==> config.mk <==
export PLATFORM = sky130hd
export DESIGN_NAME = small_matrix_add_sub_multiply_core
export DESIGN_NICKNAME = d
export VERILOG_FILES = /design/src/hdl/smas_pkg.sv /design/src/hdl/smas_ram.sv /design/src/hdl/smas_seq.sv /design/src/hdl/smas_datapath.sv /design/src/hdl/small_matrix_add_sub_multiply_core.sv
export SDC_FILE = /design/constraint.sdc
export NUM_CORES = 2
export LEC_CHECK = 0
export BUFFER_PORTS_ARGS = -buffer_cell sky130_fd_sc_hd__buf_4
export CORE_MARGIN = 3
export CORE_UTILIZATION = 38
export CTS_BUF_LIST = sky130_fd_sc_hd__clkbuf_2
export DETAILED_ROUTE_END_ITERATION = 16
export PLACE_DENSITY = 0.61
export SLEW_MARGIN = 5
export SYNTH_ARGS = -nofsm -noshare
export SYNTH_HDL_FRONTEND = slang
export SYNTH_HIERARCHICAL = 1
export SYNTH_SLANG_ARGS = --single-unit
==> constraint.sdc <==
create_clock -name clk -period 6.55 [get_ports clk]
set_input_delay 0.3275 -clock clk [delete_from_list [all_inputs] [get_ports clk]]
set_output_delay 0.3275 -clock clk [all_outputs]
set_load 0.1 [all_outputs]
==> src/hdl/smas_pkg.sv <==
`default_nettype none

package smas_pkg;

    // Default largest matrix side.
    localparam int MAX_DIM_DEF = 8;

    // Fixed field widths.
    localparam int ELEM_W = 16;
    localparam int RES_W  = 35;
    localparam int CFG_W  = 4;
    localparam int REG_W  = 2;

    // Operation codes held in the operation register.
    typedef enum logic [1:0] {
        OP_ADD   = 2'd0,
        OP_SUB   = 2'd1,
        OP_MUL   = 2'd2,
        OP_MUL_T = 2'd3
    } smas_op_t;

    // Configuration register indexes.
    localparam logic [REG_W-1:0] REG_ROWS = 2'd0;
    localparam logic [REG_W-1:0] REG_COLS = 2'd1;
    localparam logic [REG_W-1:0] REG_OP   = 2'd2;

    // Marks that travel with each pair of operands read from the stores.
    typedef struct packed {
        logic first_term;
        logic last_term;
        logic last_elem;
    } smas_tag_t;

endpackage

`default_nettype wire

==> src/hdl/smas_ram.sv <==
`default_nettype none

module smas_ram #(
    parameter int WIDTH = 16,
    parameter int DEPTH = 64
) (
    input  wire logic                     clk,
    input  wire logic                     we,
    input  wire logic [$clog2(DEPTH)-1:0] waddr,
    input  wire logic [WIDTH-1:0]         wdata,
    input  wire logic [$clog2(DEPTH)-1:0] raddr,
    output logic      [WIDTH-1:0]         rdata
);

    logic [WIDTH-1:0] mem [DEPTH];

    always_ff @(posedge clk)
    begin
        if (we)
        begin
            mem[waddr] <= wdata;
        end
        rdata <= mem[raddr];
    end

endmodule

`default_nettype wire

==> src/hdl/smas_seq.sv <==
`default_nettype none

module smas_seq
    import smas_pkg::*;
#(
    parameter  int MAX_DIM = MAX_DIM_DEF,
    localparam int DEPTH   = MAX_DIM * MAX_DIM,
    localparam int AW      = $clog2(DEPTH),
    localparam int DIM_W   = $clog2(MAX_DIM + 1)
) (
    input  wire logic             clk,
    input  wire logic             rst_n,
    input  wire logic             launch,
    input  wire smas_op_t         op,
    input  wire logic [DIM_W-1:0] rows,
    input  wire logic [DIM_W-1:0] cols,
    input  wire logic [AW:0]      n,
    output logic      [AW-1:0]    a_addr,
    output logic      [AW-1:0]    b_addr,
    output logic                  active,
    output logic                  rd_valid,
    output smas_tag_t             rd_tag
);

    localparam int IW = $clog2(MAX_DIM);

    logic            active_reg;
    logic [IW-1:0]   i_reg;
    logic [IW-1:0]   j_reg;
    logic [IW-1:0]   k_reg;
    logic [AW-1:0]   a_row_reg;
    logic [AW-1:0]   a_addr_reg;
    logic [AW-1:0]   b_base_reg;
    logic [AW-1:0]   b_addr_reg;
    logic            rd_valid_reg;
    smas_tag_t       rd_tag_reg;

    logic            mul;
    logic [IW-1:0]   rows_m1;
    logic [IW-1:0]   cols_m1;
    logic [AW-1:0]   n_m1;
    logic [AW-1:0]   cols_w;
    logic [AW-1:0]   b_kstep;
    logic [AW-1:0]   b_jstep;
    logic            k_last;
    logic            j_last;
    logic            i_last;
    logic            elem_last;
    logic            done;
    smas_tag_t       tag;

    assign mul     = (op == OP_MUL) || (op == OP_MUL_T);
    assign rows_m1 = IW'(rows - 1'b1);
    assign cols_m1 = IW'(cols - 1'b1);
    assign n_m1    = AW'(n - 1'b1);
    assign cols_w  = AW'(cols);

    // A plain product walks B down a column; the transposed one walks along a row.
    assign b_kstep = (op == OP_MUL) ? cols_w : AW'(1);
    assign b_jstep = (op == OP_MUL) ? AW'(1) : cols_w;

    assign k_last    = !mul || (k_reg == cols_m1);
    assign j_last    = (j_reg == rows_m1);
    assign i_last    = (i_reg == rows_m1);
    assign elem_last = mul ? (j_last && i_last) : (a_addr_reg == n_m1);
    assign done      = k_last && elem_last;

    assign tag.first_term = !mul || (k_reg == '0);
    assign tag.last_term  = k_last;
    assign tag.last_elem  = elem_last;

    always_ff @(posedge clk or negedge rst_n)
    begin
        if (!rst_n)
        begin
            active_reg   <= 1'b0;
            i_reg        <= '0;
            j_reg        <= '0;
            k_reg        <= '0;
            a_row_reg    <= '0;
            a_addr_reg   <= '0;
            b_base_reg   <= '0;
            b_addr_reg   <= '0;
            rd_valid_reg <= 1'b0;
            rd_tag_reg   <= '0;
        end
        else
        begin
            rd_valid_reg <= active_reg;
            rd_tag_reg   <= tag;
            if (launch)
            begin
                active_reg <= 1'b1;
                i_reg      <= '0;
                j_reg      <= '0;
                k_reg      <= '0;
                a_row_reg  <= '0;
                a_addr_reg <= '0;
                b_base_reg <= '0;
                b_addr_reg <= '0;
            end
            else if (active_reg)
            begin
                if (done)
                begin
                    active_reg <= 1'b0;
                end
                if (!mul)
                begin
                    a_addr_reg <= a_addr_reg + 1'b1;
                    b_addr_reg <= b_addr_reg + 1'b1;
                end
                else if (!k_last)
                begin
                    k_reg      <= k_reg + 1'b1;
                    a_addr_reg <= a_addr_reg + 1'b1;
                    b_addr_reg <= b_addr_reg + b_kstep;
                end
                else
                begin
                    k_reg <= '0;
                    if (!j_last)
                    begin
                        j_reg      <= j_reg + 1'b1;
                        b_base_reg <= b_base_reg + b_jstep;
                        b_addr_reg <= b_base_reg + b_jstep;
                        a_addr_reg <= a_row_reg;
                    end
                    else
                    begin
                        j_reg      <= '0;
                        b_base_reg <= '0;
                        b_addr_reg <= '0;
                        i_reg      <= i_reg + 1'b1;
                        a_row_reg  <= a_row_reg + cols_w;
                        a_addr_reg <= a_row_reg + cols_w;
                    end
                end
            end
        end
    end

    assign a_addr   = a_addr_reg;
    assign b_addr   = b_addr_reg;
    assign active   = active_reg;
    assign rd_valid = rd_valid_reg;
    assign rd_tag   = rd_tag_reg;

endmodule

`default_nettype wire

==> src/hdl/smas_datapath.sv <==
`default_nettype none

module smas_datapath
    import smas_pkg::*;
(
    input  wire logic                     clk,
    input  wire logic                     rst_n,
    input  wire logic                     rd_valid,
    input  wire smas_tag_t                rd_tag,
    input  wire logic signed [ELEM_W-1:0] a_data,
    input  wire logic signed [ELEM_W-1:0] b_data,
    input  wire smas_op_t                 op,
    input  wire logic                     err_pulse,
    output logic                          pipe_busy,
    output logic                          result_valid,
    output logic signed [RES_W-1:0]       result_value,
    output logic                          last_result,
    output logic                          shape_error
);

    logic                      valid2_reg;
    smas_tag_t                 tag2_reg;
    logic signed [RES_W-1:0]   term2_reg;
    logic signed [RES_W-1:0]   acc_reg;
    logic                      out_valid_reg;
    logic signed [RES_W-1:0]   out_value_reg;
    logic                      out_last_reg;
    logic                      out_err_reg;

    logic signed [2*ELEM_W-1:0] prod;
    logic signed [ELEM_W:0]     a_ext;
    logic signed [ELEM_W:0]     b_ext;
    logic signed [ELEM_W:0]     sum_ab;
    logic signed [RES_W-1:0]    term;
    logic signed [RES_W-1:0]    acc_sum;

    assign prod  = a_data * b_data;
    assign a_ext = (ELEM_W + 1)'(a_data);
    assign b_ext = (ELEM_W + 1)'(b_data);

    always_comb
    begin
        sum_ab = (op == OP_SUB) ? (a_ext - b_ext) : (a_ext + b_ext);
        case (op)
            OP_MUL, OP_MUL_T: term = RES_W'(prod);
            default:          term = RES_W'(sum_ab);
        endcase
    end

    // Each output element is the sum of its terms; the first term restarts it.
    assign acc_sum = tag2_reg.first_term ? term2_reg : (acc_reg + term2_reg);

    always_ff @(posedge clk)
    begin
        term2_reg <= term;
        if (valid2_reg)
        begin
            acc_reg <= acc_sum;
        end
        if (err_pulse)
        begin
            out_value_reg <= '0;
        end
        else if (valid2_reg && tag2_reg.last_term)
        begin
            out_value_reg <= acc_sum;
        end
    end

    always_ff @(posedge clk or negedge rst_n)
    begin
        if (!rst_n)
        begin
            valid2_reg    <= 1'b0;
            tag2_reg      <= '0;
            out_valid_reg <= 1'b0;
            out_last_reg  <= 1'b0;
            out_err_reg   <= 1'b0;
        end
        else
        begin
            valid2_reg    <= rd_valid;
            tag2_reg      <= rd_tag;
            out_valid_reg <= err_pulse || (valid2_reg && tag2_reg.last_term);
            out_last_reg  <= err_pulse || tag2_reg.last_elem;
            out_err_reg   <= err_pulse;
        end
    end

    assign pipe_busy    = valid2_reg;
    assign result_valid = out_valid_reg;
    assign result_value = out_value_reg;
    assign last_result  = out_last_reg;
    assign shape_error  = out_err_reg;

endmodule

`default_nettype wire

==> src/hdl/small_matrix_add_sub_multiply_core.sv <==
// Channel   Signals                                       Handshake
// ------    -------------------------------------------   ----------------------------
// input     element_value                                 start high while busy is low
// result    result_value, last_result, shape_error        result_valid, one cycle each
// config    cfg_index, cfg_data                           cfg_valid and cfg_ready
//
// Loading takes one element per cycle while busy is low; A and B go into two
// single-port-write memories. The element that completes B launches a compute burst.
// Busy stays high through the burst, which runs on one multiply-accumulate unit fed by
// one read port on each memory. The final result shows in the first cycle with busy low,
// so the next element can be taken at the same edge as that result.
// A plain product on a non-square shape launches nothing and yields one flagged result,
// registered through the error pulse and the output register, after the element that
// completes B is taken.
// Reset clears the shape registers to one, the operation to add and the load to A.
// The result receiver cannot stall; results leave in order, one per strobe.
`default_nettype none

module small_matrix_add_sub_multiply_core
    import smas_pkg::*;
#(
    parameter int MAX_DIM = MAX_DIM_DEF
) (
    input  wire logic                     clk,
    input  wire logic                     rst_n,
    input  wire logic                     start,
    output logic                          busy,
    input  wire logic signed [ELEM_W-1:0] element_value,
    input  wire logic                     cfg_valid,
    output logic                          cfg_ready,
    input  wire logic [REG_W-1:0]         cfg_index,
    input  wire logic [CFG_W-1:0]         cfg_data,
    output logic                          result_valid,
    output logic signed [RES_W-1:0]       result_value,
    output logic                          last_result,
    output logic                          shape_error
);

    localparam int DEPTH = MAX_DIM * MAX_DIM;
    localparam int AW    = $clog2(DEPTH);
    localparam int DIM_W = $clog2(MAX_DIM + 1);

    // Configuration registers.
    logic [CFG_W-1:0] rows_cfg_reg;
    logic [CFG_W-1:0] cols_cfg_reg;
    smas_op_t         op_reg;

    // Load position: the element index inside the current matrix and which one.
    logic [AW-1:0]    load_addr_reg;
    logic             load_b_reg;
    logic             err_pulse_reg;

    logic [DIM_W-1:0] rows;
    logic [DIM_W-1:0] cols;
    logic [AW:0]      n;
    logic             accept;
    logic             cfg_write;
    logic             shape_write;
    logic             load_end;
    logic             launch;
    logic             shape_bad;
    logic             seq_active;
    logic             rd_valid;
    smas_tag_t        rd_tag;
    logic [AW-1:0]    a_raddr;
    logic [AW-1:0]    b_raddr;
    logic [ELEM_W-1:0] a_rdata;
    logic [ELEM_W-1:0] b_rdata;
    logic             pipe_busy;

    // Out-of-range dimensions: zero counts as one, anything above the limit as the limit.
    function automatic logic [DIM_W-1:0] clamp_dim(input logic [CFG_W-1:0] v);
        logic [DIM_W-1:0] r;
        if (v == '0)
        begin
            r = DIM_W'(1);
        end
        else if (32'(v) > MAX_DIM)
        begin
            r = DIM_W'(MAX_DIM);
        end
        else
        begin
            r = DIM_W'(v);
        end
        return r;
    endfunction

    assign rows = clamp_dim(rows_cfg_reg);
    assign cols = clamp_dim(cols_cfg_reg);
    assign n    = (AW + 1)'(rows) * (AW + 1)'(cols);

    assign cfg_ready   = 1'b1;
    assign cfg_write   = cfg_valid && cfg_ready;
    assign shape_write = cfg_write && ((cfg_index == REG_ROWS) || (cfg_index == REG_COLS));
    assign busy        = seq_active || rd_valid || pipe_busy;
    assign accept      = start && !busy;
    assign load_end    = ({1'b0, load_addr_reg} + 1'b1) == n;

    // A plain product is only defined for square matrices.
    assign shape_bad = (op_reg == OP_MUL) && (rows != cols);
    assign launch    = accept && load_b_reg && load_end && !shape_bad;

    always_ff @(posedge clk or negedge rst_n)
    begin
        if (!rst_n)
        begin
            rows_cfg_reg  <= CFG_W'(1);
            cols_cfg_reg  <= CFG_W'(1);
            op_reg        <= OP_ADD;
            load_addr_reg <= '0;
            load_b_reg    <= 1'b0;
            err_pulse_reg <= 1'b0;
        end
        else
        begin
            err_pulse_reg <= accept && load_b_reg && load_end && shape_bad;
            // A new shape restarts the load with A.
            if (shape_write)
            begin
                load_addr_reg <= '0;
                load_b_reg    <= 1'b0;
            end
            else if (accept)
            begin
                if (load_end)
                begin
                    load_addr_reg <= '0;
                    load_b_reg    <= !load_b_reg;
                end
                else
                begin
                    load_addr_reg <= load_addr_reg + 1'b1;
                end
            end
            if (cfg_write)
            begin
                unique case (cfg_index)
                    REG_ROWS:
                    begin
                        rows_cfg_reg <= cfg_data;
                    end
                    REG_COLS:
                    begin
                        cols_cfg_reg <= cfg_data;
                    end
                    REG_OP:
                    begin
                        op_reg <= smas_op_t'(cfg_data[1:0]);
                    end
                    default:
                    begin
                    end
                endcase
            end
        end
    end

    smas_ram #(
        .WIDTH (ELEM_W),
        .DEPTH (DEPTH)
    ) u_store_a (
        .clk   (clk),
        .we    (accept && !load_b_reg),
        .waddr (load_addr_reg),
        .wdata (element_value),
        .raddr (a_raddr),
        .rdata (a_rdata)
    );

    smas_ram #(
        .WIDTH (ELEM_W),
        .DEPTH (DEPTH)
    ) u_store_b (
        .clk   (clk),
        .we    (accept && load_b_reg),
        .waddr (load_addr_reg),
        .wdata (element_value),
        .raddr (b_raddr),
        .rdata (b_rdata)
    );

    // The sequencer walks the stores; writes never overlap its reads because
    // loading is held off while busy.
    smas_seq #(
        .MAX_DIM (MAX_DIM)
    ) u_seq (
        .clk      (clk),
        .rst_n    (rst_n),
        .launch   (launch),
        .op       (op_reg),
        .rows     (rows),
        .cols     (cols),
        .n        (n),
        .a_addr   (a_raddr),
        .b_addr   (b_raddr),
        .active   (seq_active),
        .rd_valid (rd_valid),
        .rd_tag   (rd_tag)
    );

    smas_datapath u_datapath (
        .clk          (clk),
        .rst_n        (rst_n),
        .rd_valid     (rd_valid),
        .rd_tag       (rd_tag),
        .a_data       ($signed(a_rdata)),
        .b_data       ($signed(b_rdata)),
        .op           (op_reg),
        .err_pulse    (err_pulse_reg),
        .pipe_busy    (pipe_busy),
        .result_valid (result_valid),
        .result_value (result_value),
        .last_result  (last_result),
        .shape_error  (shape_error)
    );

    // The final result of a burst leaves with the pipeline already drained.
    assert property (@(posedge clk) disable iff (!rst_n)
        result_valid && last_result |-> !busy)
        else $error("last result while compute still in flight");

    // A burst only ends by delivering its final result.
    assert property (@(posedge clk) disable iff (!rst_n)
        $fell(busy) |-> result_valid && last_result)
        else $error("compute burst ended without a final result");

    // The shape-error item is a lone, zero-valued final result.
    assert property (@(posedge clk) disable iff (!rst_n)
        result_valid && shape_error |-> last_result && (result_value == '0) && !busy)
        else $error("malformed shape-error result");

    // Launching a burst always raises busy on the next cycle.
    assert property (@(posedge clk) disable iff (!rst_n)
        launch |=> busy)
        else $error("compute burst did not start");

endmodule

`default_nettype wire
* Word level (Yosys, flattened, before mapping)
Memory sizes are Yosys's and may differ from the RTL's. A register that Yosys moved wholly into a read port is not among the register bits. Index checks and enable logic that the tools add are counted.
Word-level totals: memories 2, memory bits (writable) 2048, output and inout port bits 40, register bits 168
Memory list:
- u_store_a.mem | words 64, width 16, read ports 1, clocked after Yosys merged registers in 1, wr ports 1, line smas_ram.sv:15 | logic [WIDTH-1:0] mem [DEPTH];
- u_store_b.mem | words 64, width 16, read ports 1, clocked after Yosys merged registers in 1, wr ports 1, line smas_ram.sv:15
Operators by class: multipliers 2, $add $sub $neg 16, mux-type cells 55, order comparisons 2, reduce and logical (&&, ||, !) cells 41, eq/ne operators 11
Operator list (number):
- $mux W6 | 21
- $mux W35 | 2
- $mux W3 | 14
- $add A35 B35 Y35 | 1
- $mul A16 B16 Y32 | 1
- $mux W4 | 6
- $add A6 B1 Y6 const B | 3
- $add A16 B16 Y17 | 1
- $mux W17 | 1
- $sub A16 B16 Y17 | 1
- $add A6 B6 Y6 | 2
- $reduce_bool A2 Y1 | 6
- $logic_and A1 B1 Y1 | 11
- $mux W1 | 11
- $reduce_and A2 Y1 | 5
- $add A3 B1 Y3 const B | 3
- $eq A3 B3 Y1 | 3
- $gt A4 B4 Y1 const B | 2
- $logic_not A4 Y1 | 2
- $logic_or A1 B1 Y1 | 8
- $add A6 B1 Y7 const B | 1
- $eq A7 B7 Y1 | 1
- $mul A4 B4 Y7 | 1
- $add A6 B4 Y6 | 1
- other kinds (12) | 19

* Depth between registers and ports, before layout
depth in word-level cells 11, gate-level depth with buffers 27, depth with buffers taken out 24

* By module
Netlist, hierarchy kept.
By module, submodules not included:
- smas_ram | cells each 1829, times used 2, seq. area each 31069.8 um2, area each 40042.2 um2
- smas_datapath | cells each 1816, times used 1, seq. area each 2567.5 um2, area each 16338.2 um2
- smas_seq | cells each 313, times used 1, seq. area each 950.9 um2, area each 2826.5 um2
- small_matrix_add_sub_multiply_core | cells each 143, times used 1, seq. area each 452.9 um2, area each 1452.6 um2

* Worst setup path before layout
No wires, ideal clock.
kind reg-to-reg, start reg u_store_b.rdata[3], read port of u_store_b.mem, end reg u_datapath.term2_reg[33], stages on the path, launching flop included 23, arrival time 6069 ps, clock period less this slack 6195 ps, library setup time 126 ps, path slack 355 ps, required time 6424 ps, path through dfxtp_1 > clkbuf_1 > clkbuf_1 > nand2_1 > fa_1 > fa_1 > fa_1 > fa_1 > inv_1 > fa_1 > inv_1 > fa_1 > inv_1 > ha_1 > a21o_1 > a21o_1 > a311oi_1 > o21a_1 > a21oi_1 > or3_1 > a41oi_1 > xnor2_1 > o21ai_1
On the way: cells in the longest elaborated chain, start to end 3
Ends and longest elaborated chain:
- start, declared | line smas_ram.sv:12 | output logic [WIDTH-1:0] rdata
- parallel branches: the longest is 2 deep, another holds $mul A16 B16 Y32
- $mux W35 * | line smas_datapath.sv:44 | case (op)
- end signal, assigned | line smas_datapath.sv:55 | term2_reg <= term;
- end, declared | line smas_datapath.sv:23 | logic signed [RES_W-1:0] term2_reg;
Every way passes the cells marked *. A chain may end at the register's enable or synchronous reset.

* Worst setup path after layout
start reg u_store_b.rdata[5], read port of u_store_b.mem, end reg u_datapath.term2_reg[33]
Same word-level chain as after synthesis.

==> impl_metrics.py <==
metrics = {
    "status": {
        "status": "complete, no violations",
    },
    "finish": {
        "layout_common_cells": "2083 x edfxtp_1, 831 x clkbuf_2, 440 x mux4_2, 365 x nand2_1, 361 x inv_1",
        "nets": 7073,
        "nFillCells": 23700,
        "fin_area_mm2": 0.112,
        "layout-drive-gt1-share": 0.261,
        "largest_registers": "u_store_a/mem (1024), u_store_b/mem (1024)",
        "postLayoutCoreUtil": 0.426,
        "synthToLayoutAreaGrowth_pct": 11.1,
        "final_common_cell": "edfxtp_1",
    },
    "setup_path": {
        "critPathLaunchType": "register",
        "required_ns": 8.04,
        "rr_worst_depth": 21,
        "critical_path.startpoint": "u_store_b/rdata[5]",
        "worst_ep_arrival_time_ns": 7.70,
        "critPathMaxFanout": 9,
        "worstSetupPathType": "reg2reg",
        "crit_path_end_kind": "register",
        "r2r_start": "u_store_b/rdata[5]",
        "r2r_slack_ns": 0.33,
    },
    "global_routing": {
        "grt_max_degree": 99,
        "track_usage": 0.185,
        "grt_pass1_wl_um": 377000,
        "antenna_found_initial": 11,
        "grt-ovfl-total": 0,
        "grt_pass1_vias": 58000,
    },
    "timing": {
        "min_period_ns": 6.22,
        "tightest_slew_ns": 1.22,
        "slew_viol_final": 0,
        "setup_viol": 0,
        "clock_skew_ns": 0.229,
        "fin_ws_ns": 0.333,
        "fin_tns_setup_ns": 0,
        "relSlewSlack": 0.184,
        "rsz0062_at_grt": "false",
        "fmax_mhz": 161,
        "hold_viol": 0,
        "finalCritPeriodShare": 0.949,
    },
    "floorplanning": {
        "io_pins": 66,
        "die_area_mm2": 0.271,
        "fp.coreArea_mm2": 0.263,
        "start_util": 0.383,
        "die_w_um": 521,
        "num_rows": 188,
        "die_h_um": 521,
    },
    "clock_network": {
        "cts_buffer_depth": 4,
        "cts_inserted_buffers": 572,
        "cts-root-buf": "clkbuf_2",
        "tritoncts": "yes",
        "cts_setup_buffers": 0,
        "insertion_delay_ns": 1.66,
        "htree_levels": 6,
        "path_clk_slew_ns": 0.12,
        "clock_sinks": 2245,
    },
    "yosys": {
        "avgSynthCellArea_um2": 17.0,
        "synth_nets": 6396,
        "syn_inst": 5929,
        "syn_area_mm2": 0.101,
        "yosysWarnings": 6,
    },
    "routing": {
        "drtAntennaViolNets": 0,
        "vias_per_cell": 5.32,
        "drc": 0,
        "drt_iter0_drc": 5035,
        "via_count": 55900,
        "routedWlPerCell_um": 24.2,
        "dr.pass1.iters": 7,
        "wl_um": 254000,
    },
    "place": {
        "place_area_mm2": 0.106,
        "post-place-ws_ns": 0.138,
        "place_hpwl_um": 158000,
        "gp_congestion": 0.870,
        "portBuffers": 64,
    },
    "min_path": {
        "hold_path_class": "in2async",
    },
    "flow_run": {
        "drv_cap": 0,
    },
}
[final timing paths]
path,endpoint
max,u_datapath/term2_reg[33]
min,load_addr_reg[3]
max reg2reg,u_datapath/term2_reg[33]
min reg2reg,u_datapath/tag2_reg[2]
max in group asynchronous,rows_cfg_reg[0]
min in group clk,u_store_b/mem[21][1]
[through the flow]
stage,hold WS [ns],cells
2_1_floorplan,0.0319,5929
5_1_grt,0.108,10500
3_5_place_dp,0.343,9465
6_report,0.215,10500
3_3_place_gp,0.344,9465
4_1_cts,0.0112,10500
[repair_timing]
| item | CTS | global route |
|---|---|---|
| hold buffers | 82 | 0 |
| endpoints found under the hold margin | 2525 | 0 |
| gates resized for setup | 0 | 15 |
| endpoints found under the setup margin | 0 | 8 |
[layer usage]
metal | vias to the layer above | routed length (µm) | GRT usage
met5 | - | 27 | 0
met4 | 4 | 8010 | 0.0654
met3 | 428 | 18000 | 0.0375
met2 | 2102 | 122000 | 0.298
met1 | 28900 | 106000 | 0.250
li1 | 24400 | - | -
[area by class of cell]
cell class | count | area (µm²) | area share
Clock buffer | 831 | 4160 | 0.0372
Clock inverter | 117 | 707 | 0.00632
Inverter | 363 | 1360 | 0.0122
Timing Repair Buffer | 399 | 3600 | 0.0321
Antenna cell | 5 | 12.5 | 0.000112
Tap cell | 3515 | 4400 | 0.0393
Sequential cell | 2245 | 66200 | 0.591
Multi-Input combinational cell | 3025 | 31500 | 0.282
[critical path, cell delays in order, from the launching register on]
cell and delay, ns:
dfxtp_1 0.37, buf_4 0.19, and2_1 0.16, fa_1 0.49, inv_1 0.05, fa_1 0.50, fa_1 0.51, inv_1 0.04
fa_1 0.49, fa_1 0.55, inv_1 0.05, fa_1 0.54, inv_1 0.04, ha_1 0.37, and2_1 0.19, a311oi_1 0.23
o21a_1 0.29, a21oi_2 0.12, or3_1 0.39, a41oi_1 0.24, xnor2_1 0.15, o21ai_1 0.07
Power is left out: the tool's default activity adds up to more than one toggle a clock period on the data nets, which glitch-free logic cannot reach.
